===== src/rtl/core/elias_fano_encoder_macros.svh =====
// Assertion macros shared by the encoder RTL.
// Relies on clk and rst being in scope where a macro is used.
`ifndef ELIAS_FANO_ENCODER_MACROS_SVH
`define ELIAS_FANO_ENCODER_MACROS_SVH

`define EFE_ASSERT_ALWAYS(label, cond) \
  label: assert property (@(posedge clk) disable iff (rst) (cond)) \
    else $error("elias fano encoder: invariant violated");

`define EFE_ASSERT_IMPLIES(label, ante, cons) \
  label: assert property (@(posedge clk) disable iff (rst) (ante) |-> (cons)) \
    else $error("elias fano encoder: implication violated");

`endif


===== src/rtl/core/efe_pkg.sv =====
// Shared types, constants and helper functions of the Elias-Fano encoder.
// No dependencies.
package efe_pkg;

  localparam int WORD_BITS      = 64;
  localparam int CFG_DATA_BITS  = 64;
  localparam int CFG_INDEX_BITS = 2;
  localparam int UPPER_POS_BITS = 34;
  localparam int LOWER_BITS     = 56;
  localparam int OFFSET_BITS    = 38;
  localparam int WCOUNT_BITS    = 32;
  localparam int NCOUNT_BITS    = 32;
  localparam int LBITS_W        = 6;

  localparam logic [CFG_INDEX_BITS-1:0] CFG_ELEMENT_COUNT = 2'd0;
  localparam logic [CFG_INDEX_BITS-1:0] CFG_FIRST_VALUE   = 2'd1;
  localparam logic [CFG_INDEX_BITS-1:0] CFG_LAST_VALUE    = 2'd2;

  typedef struct packed {
    logic [WORD_BITS-1:0] sample_value;
  } sample_t;

  typedef struct packed {
    logic [UPPER_POS_BITS-1:0] upper_position;
    logic [LOWER_BITS-1:0]     lower_value;
    logic [OFFSET_BITS-1:0]    lower_bit_offset;
    logic                      word_valid;
    logic [WORD_BITS-1:0]      full_word;
    logic [WCOUNT_BITS-1:0]    word_index;
    logic                      tail_valid;
    logic [WORD_BITS-1:0]      tail_word;
    logic [LBITS_W-1:0]        lower_bit_count;
    logic                      input_error;
    logic                      run_done;
  } result_t;

  function automatic logic [LBITS_W-1:0] floor_log2(input logic [WORD_BITS-1:0] x);
    logic [LBITS_W-1:0] r;
    r = '0;
    for (int i = 1; i < WORD_BITS; i++) begin
      if (x[i]) begin
        r = LBITS_W'(i);
      end
    end
    return r;
  endfunction

endpackage


===== src/rtl/core/efe_lowbits.sv =====
// Two-stage pipeline computing the lower-bit count from the run registers.
// Depends on efe_pkg.
module efe_lowbits #(
  parameter int VALUE_BITS   = 64,
  parameter int MAX_LOW_BITS = 56
) (
  input  logic                                clk,
  input  logic [efe_pkg::NCOUNT_BITS-1:0]     element_count,
  input  logic [efe_pkg::WORD_BITS-1:0]       first_value,
  input  logic [efe_pkg::WORD_BITS-1:0]       last_value,
  output logic [efe_pkg::LBITS_W-1:0]         low_bits
);
  import efe_pkg::*;

  localparam logic [WORD_BITS-1:0] VALUE_MASK =
    (VALUE_BITS >= WORD_BITS) ? '1 : ((64'd1 << VALUE_BITS) - 64'd1);
  localparam int CAP_I = (MAX_LOW_BITS < VALUE_BITS - 8) ? MAX_LOW_BITS : VALUE_BITS - 8;
  localparam logic [LBITS_W-1:0] CAP = LBITS_W'(CAP_I);

  logic [WORD_BITS-1:0]   lo;
  logic [WORD_BITS-1:0]   hi;
  logic [WORD_BITS-1:0]   span;
  logic [WORD_BITS-1:0]   n_ext;
  logic                   too_short;

  logic                   s_short;
  logic [WORD_BITS-1:0]   s_span;
  logic [WORD_BITS-1:0]   s_n;
  logic [LBITS_W-1:0]     s_lg_span;
  logic [LBITS_W-1:0]     s_lg_n;

  logic [LBITS_W-1:0]     cand;
  logic [WORD_BITS-1:0]   shifted;
  logic [LBITS_W-1:0]     res;

  assign lo        = first_value & VALUE_MASK;
  assign hi        = last_value & VALUE_MASK;
  assign span      = hi - lo;
  assign n_ext     = WORD_BITS'(element_count);
  assign too_short = (hi < lo) || (element_count == '0) || (span < n_ext);

  always_ff @(posedge clk) begin
    s_short   <= too_short;
    s_span    <= span;
    s_n       <= n_ext;
    s_lg_span <= floor_log2(span);
    s_lg_n    <= floor_log2(n_ext);
  end

  assign cand    = s_lg_span - s_lg_n;
  assign shifted = s_span >> cand;
  assign res     = (s_n > shifted) ? cand - LBITS_W'(1) : cand;

  always_ff @(posedge clk) begin
    if (s_short) begin
      low_bits <= '0;
    end else begin
      low_bits <= (res < CAP) ? res : CAP;
    end
  end

endmodule


===== config.mk =====
export PLATFORM = sky130hd
export DESIGN_NAME = efe_lowbits
export DESIGN_NICKNAME = d
export VERILOG_FILES = /design/src/rtl/core/elias_fano_encoder_macros.svh /design/src/rtl/core/efe_pkg.sv /design/src/rtl/core/efe_lowbits.sv
export SDC_FILE = /design/constraint.sdc
export NUM_CORES = 1
export LEC_CHECK = 0
export ABC_AREA = 1
export BUFFER_PORTS_ARGS = -buffer_cell sky130_fd_sc_hd__clkbuf_2
export CORE_AREA = 2 2 205 157
export CTS_CLUSTER_SIZE = 20
export DETAILED_ROUTE_END_ITERATION = 6
export DIE_AREA = 0 0 207 159
export PLACE_DENSITY = 0.67
export SYNTH_ARGS = -nofsm -noshare
export SYNTH_HDL_FRONTEND = slang
export SYNTH_SLANG_ARGS = --single-unit

===== constraint.sdc =====
create_clock -name clk -period 6.7 [get_ports clk]
set_input_delay 1.34 -clock clk [delete_from_list [all_inputs] [get_ports clk]]
set_output_delay 1.34 -clock clk [all_outputs]
set_load 0.01 [all_outputs]

; Word-level counts from Yosys, hierarchy flattened
; Cells that the tools add are included.
[word_totals]
ff_bits = 115
out_inout_bits = 6
[op_classes]
add_sub_neg = 3
order_cmp = 4
shift = 1
n_mux = 94
bitwise = 1
n_reduce_logical = 14
[op_table]
columns = cell, count
row1 = $mux 6, 30
row2 = $mux 5, 30
row3 = $gt 32x64->1, 1
row4 = $lt 64x32->1, 1
row5 = $lt 64x64->1, 1
row6 = $mux 4, 16
row7 = $shr 64x6->64, 1
row8 = $sub 64x64->64, 1
row9 = $logic_not 32->1, 1
row10 = $reduce_or 16->1, 2
row11 = $reduce_or 32->1, 1
row12 = $reduce_or 30->1, 1
row13 = $mux 3, 8
row14 = $reduce_or 8->1, 2
row15 = $mux 2, 6
row16 = $reduce_or 4->1, 2
row17 = $lt 6x6->1 const B, 1
row18 = $reduce_or 2->1, 3
row19 = $sub 6x1->6 const B, 1
row20 = $sub 6x6->6, 1
row21 = $mux 1, 4
row22 = $logic_or 1x1->1, 2
row23 = $not 1->1, 1

; Depth between registers and ports, before layout
; Gate-level depths: netlist (run 1).
[depth]
depth_word = 63
mapped_depth = 68
depth_no_buf = 68

; Least setup slack after synthesis (run 1)
; No wires, ideal clock.
[synth_path]
path_kind = in2reg
startpoint = in last_value[0] (netlist name)
endpoint = reg s_lg_span[3]
setup_time_ps = 120
t_arrival_ps = 5543
required_time_ps = 6580
path_slack_ps = 1037
stages = 45
path_cell_list = inv_1 > ha_1 > inv_1 > fa_1 > nand3_1 > nand2_1 > nand2_1 > nand2_1 > a21boi_2 > o21ai_2 > nand2_2 > nand2_2 > nand3b_2 > nand2_2 > a21oi_4 > o21ai_2 > nand3_2 > nand2_2 > (+9 left out) > nand2_1 > nand2_1 > nand2_2 > nand2_2 > nand2_2 > nand3_2 > nand2_2 > a21oi_4 > o21ai_2 > nand3_2 > nand2_1 > a21o_1 > or2_1 > nand2_2 > inv_2 > nor2_4 > nand2_2 > or2_1
[synth_between]
word_cells_on_any_way = 53
classes_between = add/sub (1) / mux (51) / reduce/logical (1)
[synth_rtl]
columns = element, line
row1 = from (decl), efe_lowbits.sv:10  ; input logic [efe_pkg::WORD_BITS-1:0] last_value,
row2 = $sub 64x64->64, efe_lowbits.sv:38  ; assign span = hi - lo;
row3 = net span[60], efe_lowbits.sv:22  ; logic [WORD_BITS-1:0] span;
row4 = $reduce_or 8->1 (no source line), -
row5 = to (signal assigned), efe_lowbits.sv:46  ; s_lg_span <= floor_log2(span);
row6 = to (decl), efe_lowbits.sv:29  ; logic [LBITS_W-1:0] s_lg_span;
; The timed path passes the listed nets, and every way through them passes these cells.
; A chain may end at the register's enable or synchronous reset.

; Final worst setup path (run 1)
[layout_path]
startpoint = reg s_lg_span[0]
endpoint = reg low_bits[1] (netlist name)
[layout_between]
elab_chain_len = 7
word_cells_on_any_way = 8
classes_between = add/sub (2) / order compare (2) / shift (1) / mux (1) / bitwise (1) / reduce/logical (1)
[layout_rtl]
columns = element, line
row1 = $sub 6x6->6 *, efe_lowbits.sv:50  ; assign cand = s_lg_span - s_lg_n;
row2 = $shr 64x6->64, efe_lowbits.sv:51  ; assign shifted = s_span >> cand;
row3 = $gt 32x64->1, efe_lowbits.sv:52  ; assign res = (s_n > shifted) ? cand - LBITS_W'(1) : cand;
row4 = $mux 6 *, efe_lowbits.sv:52
row5 = $lt 6x6->1, efe_lowbits.sv:58  ; low_bits <= (res < CAP) ? res : CAP;
row6 = $not 1->1 (no source line), -
row7 = $reduce_or 2->1 (no source line), -
row8 = to (signal assigned), efe_lowbits.sv:58
row9 = to (decl), efe_lowbits.sv:11  ; output logic [efe_pkg::LBITS_W-1:0] low_bits
; Every way passes the cells marked *; elsewhere a longest branch is shown, timed or not.

==> flow_metrics.env, run 1 <==
export IMPL_yosysWarnings=0
export IMPL_tritoncts_num_buffers=17
export IMPL_dp_hpwl_mm=30.9
export IMPL_synth_nets=2256
export IMPL_routed_wirelength_mm=36.7
export IMPL_syn_inst=1960
export IMPL_grt_pass1_wl_mm=59.1
export IMPL_grt_max_degree=73
export IMPL_max_stage_delay_ns=0.58
export IMPL_ys_flop_type="dfxtp_1"
export IMPL_die_outline_width_microns=207
export IMPL_r2r_start="s_lg_span[0]$_SDFF_PP1_"
export IMPL_dpl_cell_area_sq_um=13600
export IMPL_worst_endpoint_required_ns=6.97
export IMPL_finish_net_count=2402
export IMPL_holdCritPathClass="flop to flop"
export IMPL_final_critical_path_setup_slack_ns=0.418
export IMPL_finClkSkew_ns=0.0117
export IMPL_critPathCaptureType="flop"
export IMPL_layout_common_cells="nand2_1, inv_1, o21ai_0"
export IMPL_setup_violations_final=0
export IMPL_placement_io_buffers=166
export IMPL_cts_repair_timing_setup_buffer_count=0
export IMPL_initial_utilization=0.396
export IMPL_seq_area_frac_synth=0.187
export IMPL_routed_via_density=4.99
export IMPL_yosysUniqueCellTypes=57
export IMPL_via_count_of_the_first_global_routing_pass=11700
export IMPL_cts_sinks=114
export IMPL_detail_route_iter0_violations=970
export IMPL_cp_startpoint="s_lg_span[0]$_SDFF_PP1_"
export IMPL_path_delay_family="compound AO/OA/AOI/OAI gates"
export IMPL_synthesis_area_sq_um=12200
export IMPL_drv_cap=0
export IMPL_cts_reportedPaths_clkPinSlew_ns=0.06
export IMPL_clock_insertion_delay_worst_skew_ns=0.42
export IMPL_via_count=12600
export IMPL_layout_area_overhead_vs_synth_pct=15.7
export IMPL_tns_ns=0
export IMPL_grt_overflow_total=0
export IMPL_rows=56
export IMPL_remaining_drc_errors=0
export IMPL_status="completed"
export IMPL_critPathMaxFanout=25
export IMPL_rsz_0062_raised_after_global_routing="false"
export IMPL_place_worst_setup_slack_ns=0.378
export IMPL_hold_path_startpoint="s_short$_DFF_P_"
export IMPL_h_tree_depth=4
export IMPL_worst_path_max_delay_cell="o21ai_0"
export IMPL_top_level_ports=167
export IMPL_drt_pass1_iterations=6
export IMPL_min_tclk_post_route_ns=6.28
export IMPL_antenna_diode_count=0
export IMPL_asyncSetResetFlopFracSynth=0
export IMPL_place_gp_congestion=0.939
export IMPL_power_density_nw_per_um2=383
export IMPL_crit_path_cell_trace="inv_1 -> ha_2 -> inv_1 -> fa_1 -> xor2_4 -> clkinvlp_4 -> buf_12 -> o21ai_0 -> o21ai_0 -> o21ai_0 -> o21ai_0 -> ha_1 -> nand3_1 -> nor3_1 -> nand2_1 -> o2111ai_1 -> a221oi_1 -> a41oi_2 -> nand2_1 -> nor2_1 -> nand3_1 -> xor2_1 -> o31ai_1 -> a21oi_1"
export IMPL_synth_area_per_cell_sq_um=6.23
export IMPL_tritoncts="done"
export IMPL_cts_root_buffer="clkbuf_16"
export IMPL_hold_viol=0
export IMPL_synth_ff_latch_count=114
export IMPL_number_of_enable_type_register_cells_in_the_synthesized_netlist=0
export IMPL_leakage_nw=7.64
export IMPL_antenna_found_initial=0
export IMPL_post_route_cells_drive_above_1_share=0.149
export IMPL_cp_start_kind="flop"
export IMPL_timing_worst_setup_path_type="flop to flop"
export IMPL_drv_slew=0
export IMPL_chipHeight_microns=159
export IMPL_coreArea_sq_um=30800
export IMPL_total_power_w=0.00541
export IMPL_post_route_cell_area_sq_um=14100
export IMPL_routedWlPerCell_microns=14.5
export IMPL_timing_worst_slew_pin_value_ns=0.801
export IMPL_maxClockFrequency_ghz=0.159
export IMPL_timing_critical_path_arrival_ns=6.55
export IMPL_drtAntennaViolNets=0
export IMPL_timing_critical_path_mode_cell="o21ai_0"
export IMPL_dieArea_sq_um=32900
export IMPL_finalCritPeriodShare=0.938
export IMPL_worst_slew_margin_rel=0.465
export IMPL_cts_root_to_sink_buffers=2
export IMPL_layout_commonest_cell="nand2_1"
export IMPL_grt_util_all_layers=0.220
export IMPL_ir_worst_vdd_mv=0.176
export IMPL_cp_num_buf_inv=4
-- final timing paths --
check	endpoint	slack [ns]	depth (start not counted)
max reg2reg	low_bits[1]$_SDFF_PP0_	0.42	24
min reg2reg	low_bits[4]$_SDFF_PP0_	0.54	1
max	low_bits[1]$_SDFF_PP0_	0.42	24
min	low_bits[4]$_SDFF_PP0_	0.54	1
-- routing by layer --
| layer | track usage | share of wire |
|---|---|---|
| met1 | 0.335 | 0.53 |
| met2 | 0.318 | 0.40 |
| met3 | 0.0424 | 0.068 |
| met4 | 0.0429 | 0.0092 |
| met5 | 0 | 0 |
-- cells by family after synthesis --
group                    after synthesis  synth area share
multiplexers                          57            0.0467
flip-flops                           114             0.187
buffers and inverters                381             0.117
AO/OA/AOI/OAI                        457             0.209
AND/OR/NAND/NOR                      765             0.264
XOR/XNOR                              51            0.0372
adder cells (fa/ha/maj)              135             0.140
-- through the flow --
step / instances / hold slack [ns] / util
2_1_floorplan: 1960 / 0.426 / -
3_3_place_gp: 2492 / 0.529 / 0.440
3_5_place_dp: 2492 / 0.526 / 0.440
4_1_cts: 2523 / 0.542 / 0.457
5_1_grt: 2524 / 0.557 / 0.458
6_report: 2524 / 0.541 / 0.458
-- cells in the mapped netlist (3+ instances only) --
library cell  count  area share
o21ai_2           7      0.0050
nand4_1          12      0.0062
o21a_1            3      0.0018
inv_1           307       0.094
xor2_1           33       0.024
nand2_1         509        0.16
dfxtp_1         114        0.19
nand3_2           8      0.0066
a21boi_2          3      0.0028
o21ai_0         278        0.11
nor3_1           10      0.0041
ha_1            133        0.14
a31oi_1          12      0.0062
a21oi_2           4      0.0029
or2_2            18      0.0092
nand3_1          52       0.021
a211oi_1          6      0.0037
inv_2             6      0.0018
nor4_1            5      0.0026
nor2_1          111       0.034
xnor2_1          17       0.012
nand2_2          27       0.014
a21oi_1         104       0.043
clkbuf_1         55       0.017
buf_1            12      0.0037
o211ai_1          5      0.0031
o311ai_0          7      0.0050
o221ai_1          3      0.0022
mux2i_1          57       0.047
a21o_1            5      0.0031
a41oi_1           4      0.0029
-- flip-flops by register name, summed over array words and instances (netlist names) --
register,flops
low_bits,6
s_lg_n,5
s_lg_span,6
s_n,32
s_short,1
s_span,64
-- layout make-up --
| cell class | count | area, sq um |
|---|---|---|
| fillers | 3265 | 16700 |
| multi-input cells | 1465 | 8530 |
| flip-flops and latches | 114 | 2280 |
| inverters | 314 | 1180 |
| repair buffers | 193 | 1070 |
| well taps | 406 | 508 |
| clock buffers | 21 | 450 |
| clock inverters | 10 | 87.6 |
| repair inverters | 1 | 5.00 |
-- worst register-to-register path: cells and delay by family (launching register included) --
| family | cells | cell delay, ns |
|---|---|---|
| flops | 1 | 0.36 |
| compound gates | 9 | 2.55 |
| xor+xnor | 2 | 0.47 |
| buf+inv | 4 | 0.75 |
| fa+ha+maj | 3 | 1.03 |
| simple gates | 6 | 0.96 |
-- power by group --
part | total (W) | leakage, nW | internal, W | switching (W)
sequential | 0.000846 | 0.958 | 0.000793 | 0.0000532
clock | 0.000834 | 0.251 | 0.000513 | 0.000321
combinational | 0.00373 | 6.43 | 0.00125 | 0.00248
total | 0.00541 | 7.64 | 0.00256 | 0.00285
-- repair_timing --
action                                  in CTS  in global routing
gates resized for setup                      0                  5
endpoints found under the setup margin       0                  3
hold buffers                                 0                  0
Note: power is estimated with default switching activity, not from simulation.
==> inputs of run 2 (changes only) <==
--- a/config.mk
+++ b/config.mk
@@ -5,13 +5,13 @@
 export SDC_FILE = /design/constraint.sdc
 export NUM_CORES = 1
 export LEC_CHECK = 0
-export ABC_AREA = 1
 export BUFFER_PORTS_ARGS = -buffer_cell sky130_fd_sc_hd__clkbuf_2
-export CORE_AREA = 2 2 205 157
+export CORE_AREA = 2 2 217 166
 export CTS_CLUSTER_SIZE = 20
 export DETAILED_ROUTE_END_ITERATION = 6
-export DIE_AREA = 0 0 207 159
+export DIE_AREA = 0 0 219 168
 export PLACE_DENSITY = 0.67
+export SKIP_LAST_GASP = 1
 export SYNTH_ARGS = -nofsm -noshare
 export SYNTH_HDL_FRONTEND = slang
 export SYNTH_SLANG_ARGS = --single-unit
==> run 2 against run 1 <==
Against the previous run:
- sequential power is 2% higher
- fmax increased by 8.1%
- total power up 8.4%
- clock power up 10%
- critical path depth decreased by 1
- cell count fell by 4.4%
- synthesized area up 12%
- clock skew shrank 0.0042 ns
==> flow_metrics.env, run 2 <==
export IMPL_status="completed"
export IMPL_antenna_found_initial=2
export IMPL_cts_repair_timing_setup_buffer_count=0
export IMPL_rsz_0062_raised_after_global_routing="false"
export IMPL_initial_utilization=0.391
export IMPL_dp_hpwl_mm=36.9
export IMPL_synth_xor_area_frac=0.0275
export IMPL_worst_endpoint_required_ns=7.05
export IMPL_setup_violations_final=0
export IMPL_synth_most_common_cell="inv_1"
export IMPL_drv_cap=0
export IMPL_grt_max_degree=69
export IMPL_grt_overflow_total=0
export IMPL_timing_critical_path_to="low_bits[1]$_SDFF_PP0_"
export IMPL_synth_ff_latch_count=114
export IMPL_crit_path_cell_trace="inv_1 -> ha_4 -> mux2_2 -> o21ai_0 -> inv_1 -> mux4_2 -> nand2_1 -> o21ai_0 -> a21oi_1 -> ha_1 -> nor2b_1 -> o21a_1 -> o21a_1 -> o21a_1 -> o21a_1 -> o21a_1 -> o21ai_0 -> a21oi_1 -> o31ai_1 -> buf_4 -> or2_1 -> o211ai_1 -> a211oi_1"
export IMPL_synth_nets=2105
export IMPL_asyncSetResetFlopFracSynth=0
export IMPL_fin_worst_hold_slack_ns=0.593
export IMPL_cts_root_buffer="clkbuf_16"
export IMPL_synth_area_per_cell_sq_um=7.55
export IMPL_ys_flop_type="dfxtp_1"
export IMPL_synth_top_cell_area_share=0.167
export IMPL_total_switching_power_w=0.00298
export IMPL_finish_net_count=2230
export IMPL_clock_insertion_delay_worst_skew_ns=0.43
export IMPL_synth_top_area_cell="dfxtp_1"
export IMPL_syn_inst=1809
export IMPL_power_frac_comb=0.697
export IMPL_timing_critical_path_mode_cell="o21a_1"
export IMPL_cts_root_to_sink_buffers=2
export IMPL_finalCritPeriodShare=0.867
export IMPL_ys_top_cells_by_count="inv_1, a21oi_1, nand2_1"
export IMPL_leakage_nw=7.10
export IMPL_routed_via_density=5.86
export IMPL_place_gp_congestion=0.989
export IMPL_cp_startpoint="s_lg_span[0]$_SDFF_PP1_"
export IMPL_routedWlPerCell_microns=18.6
export IMPL_cp_start_kind="flop"
export IMPL_reg_largest_list="s_span x64, s_n x32"
export IMPL_count_of_cells_resized_by_post_cts_repair=0
export IMPL_cts_sinks=114
export IMPL_drtAntennaViolNets=0
export IMPL_p_int_w=0.00289
export IMPL_reg2regPathDepth=23
export IMPL_hold_viol=0
export IMPL_yosysUniqueCellTypes=96
export IMPL_largest_reg_flops=64
export IMPL_timing_worst_setup_path_type="flop to flop"
export IMPL_swShare=0.507
export IMPL_stages_on_worst_setup_path=23
export IMPL_layout_area_overhead_vs_synth_pct=14.1
export IMPL_coreArea_sq_um=35000
export IMPL_worst_slew_margin_rel=0.255
export IMPL_worst_path_max_delay_cell="ha_4"
export IMPL_layout_common_cells="clkbuf_2, inv_1, a21oi_1"
export IMPL_synth_mux_area_fraction=0.112
export IMPL_cp_num_buf_inv=3
export IMPL_critPathMaxFanout=59
export IMPL_maxClockFrequency_ghz=0.172
export IMPL_critPathCaptureType="flop"
export IMPL_layout_commonest_cell="clkbuf_2"
export IMPL_ir_worst_vdd_mv=0.227
export IMPL_r2r_start="s_lg_span[0]$_SDFF_PP1_"
export IMPL_yosysWarnings=0
export IMPL_h_tree_depth=4
export IMPL_min_tclk_post_route_ns=5.81
export IMPL_ff2ff_setup_slack_ns=0.89
export IMPL_largest_family_of_logic_cells_by_synthesized_area="compound AO/OA/AOI/OAI gates"
export IMPL_cts_reportedPaths_clkPinSlew_ns=0.06
export IMPL_drt_pass1_iterations=6
export IMPL_via_count_of_the_first_global_routing_pass=13000
export IMPL_place_worst_setup_slack_ns=0.735
export IMPL_synth_adder_area_share=0.125
export IMPL_fraction_of_the_mapped_netlist_area_in_compound_gates=0.292
export IMPL_seq_power_share=0.147
export IMPL_routed_wirelength_mm=45.0
export IMPL_placement_io_buffers=166
export IMPL_detail_route_iter0_violations=1172
export IMPL_regToRegEndpoint="low_bits[1]$_SDFF_PP0_"
export IMPL_tritoncts_num_buffers=17
export IMPL_final_core_util=0.446
export IMPL_drv_slew=0
export IMPL_path_delay_family="compound AO/OA/AOI/OAI gates"
export IMPL_number_of_enable_type_register_cells_in_the_synthesized_netlist=0
export IMPL_synthesis_area_sq_um=13700
export IMPL_tritoncts="done"
export IMPL_final_critical_path_setup_slack_ns=0.890
export IMPL_top_level_ports=167
export IMPL_holdCritPathClass="flop to flop"
export IMPL_die_outline_width_microns=219
export IMPL_seq_area_frac_synth=0.167
export IMPL_synth_area_leaders="dfxtp_1, ha_1, a21oi_1"
export IMPL_antenna_diode_count=0
export IMPL_post_cts_hold_buffer_count=0
export IMPL_post_route_cells_drive_above_1_share=0.162
export IMPL_remaining_drc_errors=0
export IMPL_synthSimpleGateAreaFrac=0.207
export IMPL_chipHeight_microns=168
export IMPL_timing_worst_slew_pin_value_ns=1.10
export IMPL_grt_util_all_layers=0.241
export IMPL_clock_power_share=0.157
export IMPL_dieArea_sq_um=36800
export IMPL_timing_critical_path_arrival_ns=6.16
export IMPL_max_stage_delay_ns=0.79
export IMPL_finClkSkew_ns=0.00754
export IMPL_grt_pass1_wl_mm=70.9
export IMPL_power_density_nw_per_um2=376
export IMPL_tns_ns=0
export IMPL_regMostFlops="s_span"
export IMPL_rows=60
export IMPL_via_count=14100
[run 2: cell types whose count changed in the layout (fill, tap and decap cells not counted), moves of 21 or more]
cell	delta
nand2_1	-371
o21ai_0	-178
inv_1	-139
a21oi_1	+52
a21o_1	+47
nor3_1	+41
a211oi_1	+35
o21a_1	+33
mux4_2	+29
nor2b_1	+29
o211ai_1	+27
nand2_2	-26
and2_1	+21
[run 2: final cells by class]
type / instances / area (sq um)
Clock buffer: 17 / 425
Clock inverter: 15 / 160
Fill cell: 3598 / 19400
Sequential cell: 114 / 2280
Inverter: 166 / 623
Multi-Input combinational cell: 1448 / 10500
Timing Repair Buffer: 187 / 1000
Tap cell: 465 / 582
[run 2: power by group through the flow]
stage	clock network [W]	logic, W	registers, W
3_3_place_gp	0	0.00395	0.000869
5_1_grt	0.000959	0.00446	0.000870
3_5_place_dp	0	0.00399	0.000872
6_report	0.000920	0.00409	0.000860
4_1_cts	0.000927	0.00402	0.000858
2_1_floorplan	0	0.00287	0.000850
[run 2: worst register-to-register path: cells and delay by family, from the launching register on]
kind	cells	cell delay, ns
buffers and inverters	3	0.33
flip-flops	1	0.31
adder cells (fa/ha/maj)	2	1.08
AO/OA/AOI/OAI	13	2.68
AND/OR/NAND/NOR	3	0.35
multiplexers	2	0.98
[run 2: worst min-delay path by stage]
| stage | from | end | slack [ns] | depth (start not counted) |
|---|---|---|---|---|
| final | s_short$_DFF_P_ | low_bits[5]$_SDFF_PP0_ | 0.59 | 1 |
| after global routing | s_short$_DFF_P_ | low_bits[5]$_SDFF_PP0_ | 0.63 | 1 |
| after CTS | s_short$_DFF_P_ | low_bits[5]$_SDFF_PP0_ | 0.58 | 1 |
| after detailed placement | s_short$_DFF_P_ | low_bits[5]$_SDFF_PP0_ | 0.56 | 1 |
| after global placement | s_short$_DFF_P_ | low_bits[5]$_SDFF_PP0_ | 0.58 | 1 |
| after floorplan | s_short$_DFF_P_ | low_bits[3]$_SDFF_PP0_ | 0.41 | 1 |
[run 2: kinds of logic (layout without fill, tap and decap cells)]
family | count (synthesis) | after routing
adders and majority gates | 135 | 135
DFF | 114 | 114
buffers and inverters | 247 | 385
xor gates and xnor gates | 42 | 42
AOI/OAI and AO/OA | 593 | 593
and+or+nand+nor | 564 | 564
muxes | 114 | 114
[run 2: metrics by stage]
step	cells	power, W	area (sq um)
CTS	2412	0.00580	15600
global route	2412	0.00629	15600
finish	2412	0.00587	15600
detailed placement	2380	0.00486	15000
global placement	2380	0.00482	15000
floorplan	1809	0.00372	13700
[run 2: routing by layer]
layer / wire length (microns) / track usage / up-vias
li1: - / - / 6953
met1: 22500 / 0.366 / 6667
met2: 18900 / 0.356 / 471
met3: 3130 / 0.0412 / 38
met4: 392 / 0.0376 / 2
met5: 11 / 0 / -
==> inputs of run 3 (changes only) <==
--- a/config.mk
+++ b/config.mk
@@ -10,7 +10,7 @@
 export CTS_CLUSTER_SIZE = 20
 export DETAILED_ROUTE_END_ITERATION = 6
 export DIE_AREA = 0 0 219 168
-export PLACE_DENSITY = 0.67
+export PLACE_DENSITY_LB_ADDON = 0.12
 export SKIP_LAST_GASP = 1
 export SYNTH_ARGS = -nofsm -noshare
 export SYNTH_HDL_FRONTEND = slang
==> run 3 against run 2 <==
Against the previous run:
- critical endpoint is now s_short$_DFF_P_
- flip-flop and latch count stayed put
- worst setup slack worse by 0.014 ns
- sequential share of layout area hardly changed
- hold slack worse by 0.032 ns
- utilization is 0.050 points higher
- fmax is 0.24% lower
- critical path depth is 7 lower
- cell count is 0.12% higher
- first-iteration DRC count is 2.3% higher
- cell area is 0.11% higher
==> flow_metrics.env, run 3 (same netlist as run 2, synthesis figures left out) <==
export IMPL_dpl_cell_area_sq_um=15000
export IMPL_status="completed"
export IMPL_timing_critical_path_arrival_ns=6.14
export IMPL_maxClockFrequency_ghz=0.172
export IMPL_cts_reportedPaths_clkPinSlew_ns=0.06
export IMPL_timing_worst_slew_pin_value_ns=1.37
export IMPL_cts_repair_timing_setup_buffer_count=0
export IMPL_placement_io_buffers=166
export IMPL_tritoncts_num_buffers=17
export IMPL_max_stage_delay_ns=1.18
export IMPL_holdCritPathClass="flop to flop"
export IMPL_remaining_drc_errors=0
export IMPL_critPathCaptureType="flop"
export IMPL_worst_endpoint_required_ns=7.02
export IMPL_crit_path_cell_trace="clkbuf_2 -> inv_1 -> ha_1 -> inv_1 -> fa_1 -> a211oi_2 -> o211ai_1 -> a21oi_2 -> nor3_1 -> or4_1 -> nand2_2 -> a21oi_1 -> o21ai_0 -> o311ai_0 -> and4bb_1 -> a21bo_1"
export IMPL_worst_path_max_delay_cell="o311ai_0"
export IMPL_coreArea_sq_um=35000
export IMPL_dp_hpwl_mm=38.2
export IMPL_r2r_start="s_lg_span[1]$_SDFF_PP1_"
export IMPL_rsz_0062_raised_after_global_routing="false"
export IMPL_detail_route_iter0_violations=1199
export IMPL_regToRegEndpoint="low_bits[1]$_SDFF_PP0_"
export IMPL_antenna_found_initial=4
export IMPL_grt_util_all_layers=0.250
export IMPL_largest_reg_flops=64
export IMPL_drt_pass1_iterations=5
export IMPL_count_of_cells_resized_by_post_cts_repair=0
export IMPL_layout_area_overhead_vs_synth_pct=14.3
export IMPL_reg2regPathDepth=20
export IMPL_initial_utilization=0.391
export IMPL_grt_pass1_wl_mm=73.0
export IMPL_tritoncts="done"
export IMPL_hold_path_startpoint="s_short$_DFF_P_"
export IMPL_timing_worst_setup_path_type="primary input to flop"
export IMPL_whs_endpoint="low_bits[5]$_SDFF_PP0_"
export IMPL_ff2ff_setup_slack_ns=1.02
export IMPL_chipHeight_microns=168
export IMPL_leakage_nw=7.11
export IMPL_min_tclk_post_route_ns=5.82
export IMPL_post_cts_hold_buffer_count=0
export IMPL_grt_max_degree=64
export IMPL_clock_insertion_delay_worst_skew_ns=0.43
export IMPL_routed_wirelength_mm=46.1
export IMPL_ir_worst_vdd_mv=0.195
export IMPL_grt_overflow_total=0
export IMPL_stages_on_worst_setup_path=16
export IMPL_dieArea_sq_um=36800
export IMPL_finClkSkew_ns=0.0133
export IMPL_via_count_of_the_first_global_routing_pass=13000
export IMPL_reg_largest_list="s_span x64, s_n x32"
export IMPL_post_route_cells_drive_above_1_share=0.163
export IMPL_critPathMaxFanout=9
export IMPL_power_density_nw_per_um2=375
export IMPL_post_route_cell_area_sq_um=15600
export IMPL_routedWlPerCell_microns=19.1
export IMPL_finalCritPeriodShare=0.869
export IMPL_routed_via_density=5.81
export IMPL_finish_net_count=2232
export IMPL_die_outline_width_microns=219
export IMPL_cts_root_buffer="clkbuf_16"
export IMPL_cts_root_to_sink_buffers=2
export IMPL_layout_common_cells="clkbuf_2, inv_1, a21oi_1"
export IMPL_hold_viol=0
export IMPL_place_gp_congestion=0.932
export IMPL_h_tree_depth=4
export IMPL_cp_start_kind="primary input"
export IMPL_rows=60
export IMPL_place_inst=2382
export IMPL_drv_slew=0
export IMPL_cts_sinks=114
export IMPL_regMostFlops="s_span"
export IMPL_hold_path_depth=1
export IMPL_drv_cap=0
export IMPL_worst_slew_margin_rel=0.0756
export IMPL_tns_ns=0
export IMPL_timing_critical_path_mode_cell="inv_1"
export IMPL_final_instance_count_without_filler_cells=2415
export IMPL_place_worst_setup_slack_ns=0.614
export IMPL_cp_num_buf_inv=3
export IMPL_layout_commonest_cell="clkbuf_2"
export IMPL_top_level_ports=167
export IMPL_setup_violations_final=0
export IMPL_path_delay_family="compound AO/OA/AOI/OAI gates"
export IMPL_final_critical_path_setup_slack_ns=0.876
export IMPL_drtAntennaViolNets=0
export IMPL_via_count=14000
run 3: changes by cell type in the layout (fill, tap and decap cells not counted), sizes merged:
cell	change
inv	-1
buf	+2
clkinv	+1
diode	+1
run 3: where the power goes:
part	total [W]	switching, W	internal (W)
Combinational	0.00406	0.00248	0.00158
Sequential	0.000867	0.0000761	0.000791
Clock	0.000932	0.000403	0.000529
Total	0.00586	0.00296	0.00290
run 3: final cells by class:
class / instances / area, sq um
inverters: 166 / 623
well taps: 465 / 582
fillers: 3617 / 19400
flip-flops and latches: 114 / 2280
diodes: 1 / 2.50
multi-input cells: 1448 / 10500
repair buffers: 189 / 1020
clock inverters: 15 / 160
clock buffers: 17 / 425
run 3: worst max-delay path by stage:
stage	slack, ns	end	start
after detailed placement	0.61	s_short$_DFF_P_	last_value[0]
after CTS	1.04	s_short$_DFF_P_	last_value[0]
after global routing	0.62	low_bits[1]$_SDFF_PP0_	s_lg_span[0]$_SDFF_PP1_
after global placement	0.69	s_short$_DFF_P_	last_value[0]
after floorplan	1.02	low_bits[1]$_SDFF_PP0_	s_lg_span[0]$_SDFF_PP1_
final	0.88	s_short$_DFF_P_	last_value[0]
run 3: per-layer routing:
layer,share of wire,vias to the layer above,global-route usage,routed length (microns)
li1,-,6976,-,-
met1,0.52,6580,0.399,24200
met2,0.40,433,0.350,18600
met4,0.011,2,0.0464,491
met3,0.062,29,0.0349,2880
met5,0.00028,-,0,13
run 3: stage by stage:
stage	power, W	utilization	hold WS [ns]
after global routing	0.00633	0.446	0.624
final	0.00586	0.446	0.561
after floorplan	0.00372	-	0.412
after CTS	0.00581	0.446	0.563
after global placement	0.00485	0.429	0.548
after detailed placement	0.00486	0.429	0.547
